File: src/rtl/core/stt_pkg.sv
// ----------------------------------------------------------------------------
// stt_pkg: shared types and constants of the software timer table
// Word layouts of the request and response channels, command and result
// codes, slot status codes and the table size.
// ----------------------------------------------------------------------------
package stt_pkg;

   // table size and derived widths
   localparam int TIMER_COUNT = 32;
   localparam int PTR_W       = (TIMER_COUNT > 1) ? $clog2(TIMER_COUNT) : 1;
   localparam int IDX_W       = 6;
   localparam int TIME_W      = 32;
   localparam int QUEUE_W     = 4;
   localparam int DATA_W      = 8;

   localparam logic [TIME_W-1:0] NO_EXPIRY = '1;

   typedef logic [PTR_W-1:0]   ptr_type;
   typedef logic [IDX_W-1:0]   slot_type;
   typedef logic [TIME_W-1:0]  time_type;
   typedef logic [QUEUE_W-1:0] queue_type;
   typedef logic [DATA_W-1:0]  data_type;

   // command codes
   typedef enum logic [2:0] {
      CMD_TICK  = 3'd0,
      CMD_ALLOC = 3'd1,
      CMD_FREE  = 3'd2,
      CMD_BIND  = 3'd3,
      CMD_ARM   = 3'd4
   } cmd_type;

   // result kinds
   typedef enum logic [1:0] {
      KIND_GRANT   = 2'd0,
      KIND_FAIL    = 2'd1,
      KIND_EXPIRED = 2'd2
   } kind_type;

   // slot status codes
   typedef enum logic [1:0] {
      ST_FREE  = 2'd0,
      ST_ALLOC = 2'd1,
      ST_RUN   = 2'd2
   } status_type;

   // request word
   typedef struct packed {
      logic [2:0]  command;
      slot_type    timer_index;
      queue_type   queue_id;
      data_type    tag_data;
      time_type    delay_ticks;
   } req_type;

   // response word
   typedef struct packed {
      logic [1:0]  kind;
      slot_type    slot;
      queue_type   notify_queue;
      data_type    notify_data;
      logic        last;
   } rsp_type;

   // one table entry held in the slot memory
   typedef struct packed {
      time_type    expiry;
      queue_type   queue;
      data_type    data;
   } entry_type;

   // write request to the slot memory
   typedef struct packed {
      logic        exp_we;
      logic        bind_we;
      ptr_type     addr;
      entry_type   entry;
   } mem_wr_type;

endpackage

File: src/rtl/core/stt_slot_mem.sv
// ----------------------------------------------------------------------------
// stt_slot_mem: per-slot expiry, queue and data storage
// One write port with separate enables for the expiry and the binding, one
// read port with registered read data.
// ----------------------------------------------------------------------------
module stt_slot_mem (
   input  logic                 clock,
   input  stt_pkg::mem_wr_type  wr,
   input  stt_pkg::ptr_type     rd_addr,
   output stt_pkg::entry_type   rd_entry
);

   stt_pkg::time_type  exp_mem   [stt_pkg::TIMER_COUNT];
   stt_pkg::queue_type queue_mem [stt_pkg::TIMER_COUNT];
   stt_pkg::data_type  data_mem  [stt_pkg::TIMER_COUNT];

   // write port
   always_ff @(posedge clock) begin
      if (wr.exp_we) begin
         exp_mem[wr.addr] <= wr.entry.expiry;
      end
      if (wr.bind_we) begin
         queue_mem[wr.addr] <= wr.entry.queue;
         data_mem[wr.addr]  <= wr.entry.data;
      end
   end

   // registered read port
   always_ff @(posedge clock) begin
      rd_entry.expiry <= exp_mem[rd_addr];
      rd_entry.queue  <= queue_mem[rd_addr];
      rd_entry.data   <= data_mem[rd_addr];
   end

endmodule

File: src/rtl/core/software_timer_table_top.sv
// ----------------------------------------------------------------------------
// software_timer_table_top: table of software timers with next-expiry cache
// Tick count stepped by tick commands, slot allocation, binding, arming and expiry scan.
// ----------------------------------------------------------------------------
// The block takes one command word at a time and holds req_stall high until
// it has finished with it. Free and bind are done in S_IDLE, arm goes on
// through S_ARM, and alloc walks the slot status from slot 0 in S_ASCAN.
// A tick ends in S_TCHK when the count has not reached the cached next
// expiry; otherwise it scans every slot through the slot memory's registered
// read port, in S_SRD and then S_SEV for each slot, and rsp_stall can hold
// the scan back on an expiry word. Each expiry word is sent as the scan
// finds the next one, and the final word of a tick or an alloc carries last.
// Expiry compares are plain unsigned and do not handle wrap of the tick count.
module software_timer_table_top (
   input  logic              clock,
   input  logic              reset,
   input  logic              req_valid,
   output logic              req_stall,
   input  stt_pkg::req_type  req_data,
   output logic              rsp_valid,
   input  logic              rsp_stall,
   output stt_pkg::rsp_type  rsp_data
);

   typedef enum logic [2:0] {
      S_IDLE,
      S_TCHK,
      S_SRD,
      S_SEV,
      S_ASCAN,
      S_ARM,
      S_SEND
   } state_type;

   state_type              state_ff, state_in;
   stt_pkg::ptr_type       ptr_ff, ptr_in;
   stt_pkg::time_type      tick_ff, tick_in;
   stt_pkg::time_type      next_ff, next_in;
   stt_pkg::time_type      arm_sum_ff, arm_sum_in;
   stt_pkg::ptr_type       arm_idx_ff, arm_idx_in;
   stt_pkg::rsp_type       pend_ff, pend_in;
   logic                   pend_v_ff, pend_v_in;
   stt_pkg::rsp_type       rsp_ff, rsp_in;
   logic                   rsp_v_ff, rsp_v_in;
   stt_pkg::status_type    status_ff [stt_pkg::TIMER_COUNT];
   stt_pkg::status_type    status_in [stt_pkg::TIMER_COUNT];

   stt_pkg::mem_wr_type    mem_wr;
   stt_pkg::entry_type     rd_entry;
   stt_pkg::time_type      addend;
   stt_pkg::time_type      sum;
   stt_pkg::ptr_type       req_ptr;
   logic                   req_fire;
   logic                   idx_ok;
   logic                   out_free;
   logic                   push;
   logic                   push_last;
   logic                   last_slot;
   logic                   tick_lt_exp;
   logic                   exp_lt_next;

   // slot memory
   stt_slot_mem u_mem (
      .clock    (clock),
      .wr       (mem_wr),
      .rd_addr  (ptr_ff),
      .rd_entry (rd_entry)
   );

   // handshake and common decode
   assign req_stall = (state_ff != S_IDLE);
   assign req_fire  = req_valid && (state_ff == S_IDLE);
   assign idx_ok    = (int'(req_data.timer_index) < stt_pkg::TIMER_COUNT);
   assign req_ptr   = req_data.timer_index[stt_pkg::PTR_W-1:0];
   assign out_free  = !rsp_v_ff || !rsp_stall;
   assign last_slot = (int'(ptr_ff) == stt_pkg::TIMER_COUNT - 1);
   assign rsp_valid = rsp_v_ff;
   assign rsp_data  = rsp_ff;

   // shared adder: tick increment or arm expiry
   assign addend = (req_data.command == stt_pkg::CMD_TICK) ? stt_pkg::time_type'(1)
                                                            : req_data.delay_ticks;
   assign sum    = tick_ff + addend;

   // scan compares against the entry being visited
   assign tick_lt_exp = (tick_ff < rd_entry.expiry);
   assign exp_lt_next = (rd_entry.expiry < next_ff);

   // sequencer next state
   always_comb begin
      state_in   = state_ff;
      ptr_in     = ptr_ff;
      tick_in    = tick_ff;
      next_in    = next_ff;
      arm_sum_in = arm_sum_ff;
      arm_idx_in = arm_idx_ff;
      pend_in    = pend_ff;
      pend_v_in  = pend_v_ff;
      status_in  = status_ff;
      push       = 1'b0;
      push_last  = 1'b0;

      mem_wr.exp_we       = 1'b0;
      mem_wr.bind_we      = 1'b0;
      mem_wr.addr         = req_ptr;
      mem_wr.entry.expiry = arm_sum_ff;
      mem_wr.entry.queue  = req_data.queue_id;
      mem_wr.entry.data   = req_data.tag_data;

      case (state_ff)
         S_IDLE: begin
            if (req_fire) begin
               case (req_data.command)
                  stt_pkg::CMD_TICK: begin
                     tick_in  = sum;
                     state_in = S_TCHK;
                  end
                  stt_pkg::CMD_ALLOC: begin
                     ptr_in   = '0;
                     state_in = S_ASCAN;
                  end
                  stt_pkg::CMD_FREE: begin
                     if (idx_ok) begin
                        status_in[req_ptr] = stt_pkg::ST_FREE;
                     end
                  end
                  stt_pkg::CMD_BIND: begin
                     mem_wr.bind_we = idx_ok;
                  end
                  stt_pkg::CMD_ARM: begin
                     if (idx_ok) begin
                        arm_sum_in = sum;
                        arm_idx_in = req_ptr;
                        state_in   = S_ARM;
                     end
                  end
                  default: begin
                  end
               endcase
            end
         end
         // write the armed expiry and lower the cached next expiry
         S_ARM: begin
            mem_wr.exp_we         = 1'b1;
            mem_wr.addr           = arm_idx_ff;
            status_in[arm_idx_ff] = stt_pkg::ST_RUN;
            if (arm_sum_ff < next_ff) begin
               next_in = arm_sum_ff;
            end
            state_in = S_IDLE;
         end
         // has the count reached the cached next expiry
         S_TCHK: begin
            if (tick_ff < next_ff) begin
               state_in = S_IDLE;
            end else begin
               next_in   = stt_pkg::NO_EXPIRY;
               ptr_in    = '0;
               pend_v_in = 1'b0;
               state_in  = S_SRD;
            end
         end
         // entry read in flight
         S_SRD: begin
            state_in = S_SEV;
         end
         // evaluate one slot of the expiry scan
         S_SEV: begin
            if (status_ff[ptr_ff] == stt_pkg::ST_RUN && !tick_lt_exp) begin
               if (!pend_v_ff || out_free) begin
                  push                 = pend_v_ff;
                  pend_in.kind         = stt_pkg::KIND_EXPIRED;
                  pend_in.slot         = stt_pkg::slot_type'(ptr_ff);
                  pend_in.notify_queue = rd_entry.queue;
                  pend_in.notify_data  = rd_entry.data;
                  pend_in.last         = 1'b0;
                  pend_v_in            = 1'b1;
                  status_in[ptr_ff]    = stt_pkg::ST_ALLOC;
                  if (last_slot) begin
                     state_in = S_SEND;
                  end else begin
                     ptr_in   = ptr_ff + stt_pkg::ptr_type'(1);
                     state_in = S_SRD;
                  end
               end
            end else begin
               if (status_ff[ptr_ff] == stt_pkg::ST_RUN && exp_lt_next) begin
                  next_in = rd_entry.expiry;
               end
               if (last_slot) begin
                  state_in = S_SEND;
               end else begin
                  ptr_in   = ptr_ff + stt_pkg::ptr_type'(1);
                  state_in = S_SRD;
               end
            end
         end
         // lowest free slot search
         S_ASCAN: begin
            if (status_ff[ptr_ff] == stt_pkg::ST_FREE) begin
               status_in[ptr_ff]    = stt_pkg::ST_ALLOC;
               pend_in.kind         = stt_pkg::KIND_GRANT;
               pend_in.slot         = stt_pkg::slot_type'(ptr_ff);
               pend_in.notify_queue = '0;
               pend_in.notify_data  = '0;
               pend_in.last         = 1'b0;
               pend_v_in            = 1'b1;
               state_in             = S_SEND;
            end else if (last_slot) begin
               pend_in.kind         = stt_pkg::KIND_FAIL;
               pend_in.slot         = '0;
               pend_in.notify_queue = '0;
               pend_in.notify_data  = '0;
               pend_in.last         = 1'b0;
               pend_v_in            = 1'b1;
               state_in             = S_SEND;
            end else begin
               ptr_in = ptr_ff + stt_pkg::ptr_type'(1);
            end
         end
         // send the held word as the final one
         S_SEND: begin
            if (!pend_v_ff) begin
               state_in = S_IDLE;
            end else if (out_free) begin
               push      = 1'b1;
               push_last = 1'b1;
               pend_v_in = 1'b0;
               state_in  = S_IDLE;
            end
         end
         default: begin
            state_in = S_IDLE;
         end
      endcase
   end

   // output register
   always_comb begin
      rsp_in   = rsp_ff;
      rsp_v_in = rsp_v_ff;
      if (push) begin
         rsp_in      = pend_ff;
         rsp_in.last = push_last;
         rsp_v_in    = 1'b1;
      end else if (!rsp_stall) begin
         rsp_v_in = 1'b0;
      end
   end

   // state and registered outputs
   always_ff @(posedge clock) begin
      if (reset) begin
         state_ff  <= S_IDLE;
         ptr_ff    <= '0;
         tick_ff   <= '0;
         next_ff   <= stt_pkg::NO_EXPIRY;
         pend_v_ff <= 1'b0;
         rsp_v_ff  <= 1'b0;
         for (int i = 0; i < stt_pkg::TIMER_COUNT; i++) begin
            status_ff[i] <= stt_pkg::ST_FREE;
         end
      end else begin
         state_ff  <= state_in;
         ptr_ff    <= ptr_in;
         tick_ff   <= tick_in;
         next_ff   <= next_in;
         pend_v_ff <= pend_v_in;
         rsp_v_ff  <= rsp_v_in;
         status_ff <= status_in;
      end
      arm_sum_ff <= arm_sum_in;
      arm_idx_ff <= arm_idx_in;
      pend_ff    <= pend_in;
      rsp_ff     <= rsp_in;
   end

endmodule
File: config.mk
export PLATFORM = sky130hd
export DESIGN_NAME = software_timer_table_top
export DESIGN_NICKNAME = d
export VERILOG_FILES = /design/src/rtl/core/stt_pkg.sv /design/src/rtl/core/stt_slot_mem.sv /design/src/rtl/core/software_timer_table_top.sv
export SDC_FILE = /design/constraint.sdc
export NUM_CORES = 2
export LEC_CHECK = 0
export ABC_AREA = 1
export BUFFER_PORTS_ARGS = -buffer_cell sky130_fd_sc_hd__buf_4
export CAP_MARGIN = 20
export CELL_PAD_IN_SITES_DETAIL_PLACEMENT = 1
export CELL_PAD_IN_SITES_GLOBAL_PLACEMENT = 1
export CORE_MARGIN = 1.5
export CORE_UTILIZATION = 46
export CTS_BUF_LIST = sky130_fd_sc_hd__clkbuf_8
export CTS_CLUSTER_DIAMETER = 50
export DETAILED_ROUTE_END_ITERATION = 6
export PLACE_DENSITY_LB_ADDON = 0.08
export SLEW_MARGIN = 15
export SYNTH_ARGS = -nofsm -noshare
export SYNTH_HDL_FRONTEND = slang
export SYNTH_SLANG_ARGS = --single-unit
export TNS_END_PERCENT = 100
File: constraint.sdc
create_clock -name clock -period 6.85 [get_ports clock]
set_clock_uncertainty 0.05 [all_clocks]
set_input_delay 2.055 -clock clock [delete_from_list [all_inputs] [get_ports clock]]
set_output_delay 2.055 -clock clock [all_outputs]
set_load 0.02 [all_outputs]
== After elaboration in Yosys (flattened, before gate mapping) ==
Memory sizes are Yosys's and may differ from the RTL's. A register that Yosys moved wholly into a read port is not among the register bits.
Cells that the tools add are included.
Widths: inputs -> output; s select.
Storage, ports and cells
  flip-flop bits (word level): 216
  bits in writable memories: 1408
  input port bits: 57
  output and inout bits: 23
  word-level logic and storage cells: 206
  memories kept: 3
Cells by class
  add/subtract/negate cells: 2
  $lt $le $gt $ge: 11
  eq/ne operators: 30
  muxes and demuxes: 71
  bitwise gates (word level): 11
  reduce and logical (&&, ||, !) cells: 29
Memories
  u_mem.exp_mem: depth 32, bits a word 32, rd ports 1, clocked after memory_dff 1, wr ports 1, line stt_slot_mem.sv:13  | stt_pkg::time_type exp_mem [stt_pkg::TIMER_COUNT];
  u_mem.data_mem: depth 32, bits a word 8, rd ports 1, clocked after memory_dff 1, wr ports 1, line stt_slot_mem.sv:15  | stt_pkg::data_type data_mem [stt_pkg::TIMER_COUNT];
  u_mem.queue_mem: depth 32, bits a word 4, rd ports 1, clocked after memory_dff 1, wr ports 1, line stt_slot_mem.sv:14  | stt_pkg::queue_type queue_mem [stt_pkg::TIMER_COUNT];
Operator list (count)
  $mux 64: 6
  $pmux 64 s4: 1
  $mux 32: 5
  $lt 32x32->1: 4
  $pmux 32 s3: 1
  $mux 21: 4
  $and 32x32->32: 2
  $and 64x64->64: 1
  $not 32->32: 2
  $not 64->64: 1
  $or 32x32->32: 2
  $pmux 21 s2: 1
  $mux 5: 8
  $add 32x32->32: 1
  $demux 2 s5: 3
  $mux 3: 9
  $mux 1: 21
  $ne 2x2->1 const B: 10
  $pmux 5 s4: 1
  $ge 6x6->1 const B: 3
  $lt 6x1->1 const B: 3
  $not 5->6: 3
  $pmux 3 s6: 1
  $eq 3x2->1 const B: 4
  other kinds (27): 57

== Logic depth before layout (Yosys ltp) ==
  depth in word-level cells: 11
  depth in mapped cells: 19
  gate-level depth less buffers: 18

== By module ==
From an unflattened synthesis, not the netlist that was laid out.
Second synthesis, totals
  cell total of the unflattened synthesis: 7341
  area, all modules: 74251.2 um^2
By module, submodules not included
  stt_slot_mem: times used 1, cells an instance 4906, area each 57890.5 um^2, seq. area each 43161.4 um^2
  software_timer_table_top: times used 1, cells an instance 2435, area each 16360.7 um^2, seq. area each 5044.8 um^2

== Least setup slack after synthesis ==
OpenSTA, ideal clock, no wires.
  kind: input port to flip-flop
  start point: input req_data[51] (netlist bit)
  end point: register arm_idx_ff[0] (enable)
  library setup time: 0.478 ns
  data arrival time: 4.873 ns
  data required time: 6.322 ns
  setup slack: 1.449 ns
  stages: 3
  path buffers: 0
  cells stage by stage: nor2_1 nand2_1 nor3_1
Between the ends
  longest elaborated chain between the ends: 2
RTL lines
  start, declared: line software_timer_table_top.sv:19  | input stt_pkg::req_type req_data,
  $eq 3x3->1: line software_timer_table_top.sv:113  | case (req_data.command)
  $reduce_and 4->1 (no line)
  end signal, assigned: line software_timer_table_top.sv:273  | arm_idx_ff <= arm_idx_in;
  end, declared: line software_timer_table_top.sv:40  | stt_pkg::ptr_type arm_idx_ff, arm_idx_in;
Every way passes these cells.
A chain may end at the register's enable or synchronous reset.

== Worst setup path in the final report ==
  start point: register state_ff[2]
  end point: memory u_mem.queue_mem[0][3] (netlist bit) (enable)
Between the ends
  longest elaborated chain between the ends: 6
  elaborated cells on any way between the ends: 8
  those cells by class: eq/ne (1); mux (5); reduce/logical (2)
RTL lines
  start, declared: line software_timer_table_top.sv:35  | state_type state_ff, state_in;
  start signal, assigned: line software_timer_table_top.sv:264  | state_ff <= state_in;
  $logic_not 3->1: line software_timer_table_top.sv:72, software_timer_table_top.sv:110
  $logic_and 1x1->1: line software_timer_table_top.sv:72  | assign req_fire = req_valid && (state_ff == S_IDLE);
  $mux 1: line software_timer_table_top.sv:112  | if (req_fire) begin
  $mux 1: line software_timer_table_top.sv:110  | case (state_ff)
  $mux 1: line stt_slot_mem.sv:22  | if (wr.bind_we) begin
  $mux 1 (implied by the code): line stt_slot_mem.sv:23  | queue_mem[wr.addr] <= wr.entry.queue;
  end, declared: line stt_slot_mem.sv:14
Several ways; a longest one is shown, not always the timed one.

==> impl_metrics.py <==
metrics = {
    "status": {
        "status": "finished clean",
    },
    "die": {
        "rows": 143,
        "chipWidth_um": 396,
        "core_area_um2": 152000,
        "die_y_um": 396,
        "io_pins": 80,
        "dieArea_um2": 157000,
        "start_util": 0.465,
    },
    "synthesis": {
        "ys.flop_type": "edfxtp_1",
        "synth_area_leaders": "edfxtp_1 (63%), o21ai_0 (6.5%), nor2_1 (5.6%)",
        "synthCells": 6215,
        "synth_top_area_frac": 0.628,
        "syn-num-nets": 6434,
        "ys_warn_count": 0,
        "async_flop_share": 0,
        "syn-cell-area_um2": 70900,
        "synth.avg_cell_area_um2": 11.4,
        "yosysSeqAreaShare": 0.680,
        "ys_seq_elements": 1666,
        "synth_cell_types": 50,
        "synth_edf_count": 1484,
        "synth_top_area_cell": "edfxtp_1",
    },
    "timing": {
        "post-route-period-util": 0.706,
        "worstMarginPinSlew_ns": 1.25,
        "finalSetupTns_ns": 0,
        "period_needed_ns": 4.84,
        "fmax_ghz": 0.207,
        "relSlewSlack": 0.169,
        "hold_ws_ns": 0.350,
        "rsz0062_at_grt": "no",
        "fin_ws_ns": 2.01,
        "drv_slew": 0,
        "finalHoldViolations": 0,
        "setup_viol": 0,
    },
    "clock_tree": {
        "insertion_delay_ns": 0.98,
        "cts_repair_resize_count": 0,
        "clockRootBuffer": "clkbuf_8",
        "clk_pin_slew_worst_paths_ns": 0.06,
        "hold_buffers": 0,
        "numCtsBuffers": 303,
        "cts_buffer_depth": 4,
        "htreeDepth": 5,
        "cts_tree": "built",
        "cts.sinks": 1666,
        "cts_setup_buffers": 0,
    },
    "place": {
        "gp_congestion": 0.851,
        "port_buffers": 78,
        "dpl_cell_area_um2": 73900,
        "post-dp-hpwl_um": 132000,
        "dp_slack_ns": 1.56,
        "dp.cells": 8056,
    },
    "power_and_ir_drop": {
        "pwr-share-comb": 0.227,
        "pwr_density_cell_nw_per_um2": 328,
        "peakVddDrop_v": 0.000225,
        "pwr-share-seq": 0.451,
        "internal_power_mw": 17.3,
        "p_sw_frac": 0.333,
        "p_leak_nw": 28.5,
        "clkPwrFrac": 0.322,
        "switching_power_mw": 8.64,
    },
    "global_route": {
        "track_usage": 0.289,
        "grt_pass1_vias": 52000,
        "grt_pass1_wl_um": 340000,
        "antenna_found_initial": 3,
        "overflow": 0,
        "grt_max_degree": 209,
    },
    "layout": {
        "fin_nets": 6557,
        "mostFrequentLayoutCells": "edfxtp_1 (1484), nor2_1 (1033), o21ai_0 (924)",
        "layout_commonest_cell": "edfxtp_1",
        "stdcell_count": 8576,
        "design_area_um2": 79200,
        "layout-drive-gt1-share": 0.0983,
        "areaGrowthSynthToFinish_pct": 11.7,
    },
    "drt": {
        "first_iter_violations": 5068,
        "drt.antenna.violating_nets": 0,
        "drt_first_pass_iters": 5,
        "dr_wl_met2_um": 104000,
        "drc": 0,
        "routed.top_layer": "met4",
        "routed_via_density": 5.99,
        "wl_met3_um": 15400,
        "met1_length_um": 104000,
        "vias": 51400,
        "routedWlPerCell_um": 26.6,
        "wirelength_um": 229000,
    },
    "setup_path": {
        "critPathTopFamily": "simple AND/OR/NAND/NOR gates",
        "cp_max_fo": 33,
        "worstPathCellList": "inv_2, nor3_4, buf_4, inv_4, o21ai_0, nand2_1, nor3_2",
        "cp_data_arrival_time_ns": 5.33,
        "endpoint_kind": "flip-flop",
        "path_buf_inv": 3,
        "crit_type": "flip-flop to flip-flop",
        "worst_path_largest_cell_delay_ns": 1.11,
        "start_kind": "flip-flop",
        "required_ns": 7.34,
        "cpMaxStageDelayCell": "nor3_2",
    },
    "hold_path": {
        "hp-class": "flip-flop to flip-flop",
    },
    "flow_run": {
        "cap_violations": 0,
    },
}
[state kept, by name, indices dropped and copies added, names as in the netlist, 5 cells and up]
name and cells:
arm_idx_ff 5, pend_ff 19, u_mem.data_mem 256, ptr_ff 5
u_mem.exp_mem 1024, arm_sum_ff 32, u_mem.rd_entry 44, tick_ff 32
rsp_data 20, u_mem.queue_mem 128, status_ff 64, next_ff 32
[final timing paths]
path	slack, ns	start	endpoint	depth (start not counted)
max reg2reg	2.01	state_ff[2]$_SDFFE_PP0P_	u_mem.queue_mem[0][3]$_DFFE_PP_	7
max	2.01	state_ff[2]$_SDFFE_PP0P_	u_mem.queue_mem[0][3]$_DFFE_PP_	7
min	0.35	pend_ff[6]$_SDFFCE_PP0P_	rsp_data[6]$_DFFE_PP_	0
min reg2reg	0.35	pend_ff[6]$_SDFFCE_PP0P_	rsp_data[6]$_DFFE_PP_	0
[power groups by stage]
stage	Sequential [mW]	Combinational (mW)	Clock [mW]
floorplan	11.7	3.87	0
global placement	11.9	5.69	0
detailed placement	11.9	5.86	0
CTS	11.7	5.88	8.53
global route	11.7	6.51	8.92
finish	11.7	5.91	8.37
[cell usage after synthesis (52+ instances only)]
cell type and number:
a21oi_1 145, o22ai_1 352, a221oi_1 84, o21ai_0 924, o211ai_1 59, ha_1 161, dfxtp_1 182, nor3_1 52
nor2_1 1067, inv_1 320, edfxtp_1 1484, a22o_1 63, nand3_1 162, nand2_1 577, clkbuf_1 297
[worst register-to-register path: stages (launching register included)]
cell	delay, ns
dfxtp_1	0.43
inv_2	0.11
nor3_4	0.16
buf_4	0.48
inv_4	0.37
o21ai_0	0.84
nand2_1	0.91
nor3_2	1.11
[layout make-up]
class / instances / area, um^2
Antenna cell: 6 / 15.0
Clock buffer: 315 / 4340
Clock inverter: 192 / 845
Fill cell: 16000 / 73200
Inverter: 332 / 1260
Multi-Input combinational cell: 3837 / 20400
Sequential cell: 1666 / 48200
Tap cell: 2030 / 2540
Timing Repair Buffer: 198 / 1660
[logic make-up after synthesis]
| group | synth area share |
|---|---|
| flops | 0.680 |
| compound gates | 0.139 |
| simple gates | 0.110 |
| xor+xnor | 0.00309 |
| fa+ha+maj | 0.0287 |
| other cells | 0.0000529 |
| buf+inv | 0.0397 |
[per-stage QoR]
step           total power, mW   util
5_1_grt                   27.2  0.520
3_3_place_gp              17.6  0.485
2_1_floorplan             15.6      -
4_1_cts                   26.1  0.519
3_5_place_dp              17.8  0.485
6_report                  26.0  0.520
[layer usage]
layer	up-vias	global-route usage
li1	22900	-
met1	26300	0.428
met2	1872	0.445
met3	372	0.0414
met4	0	0.0772
met5	-	0
No activity file was read; power rests on OpenSTA's default activity.
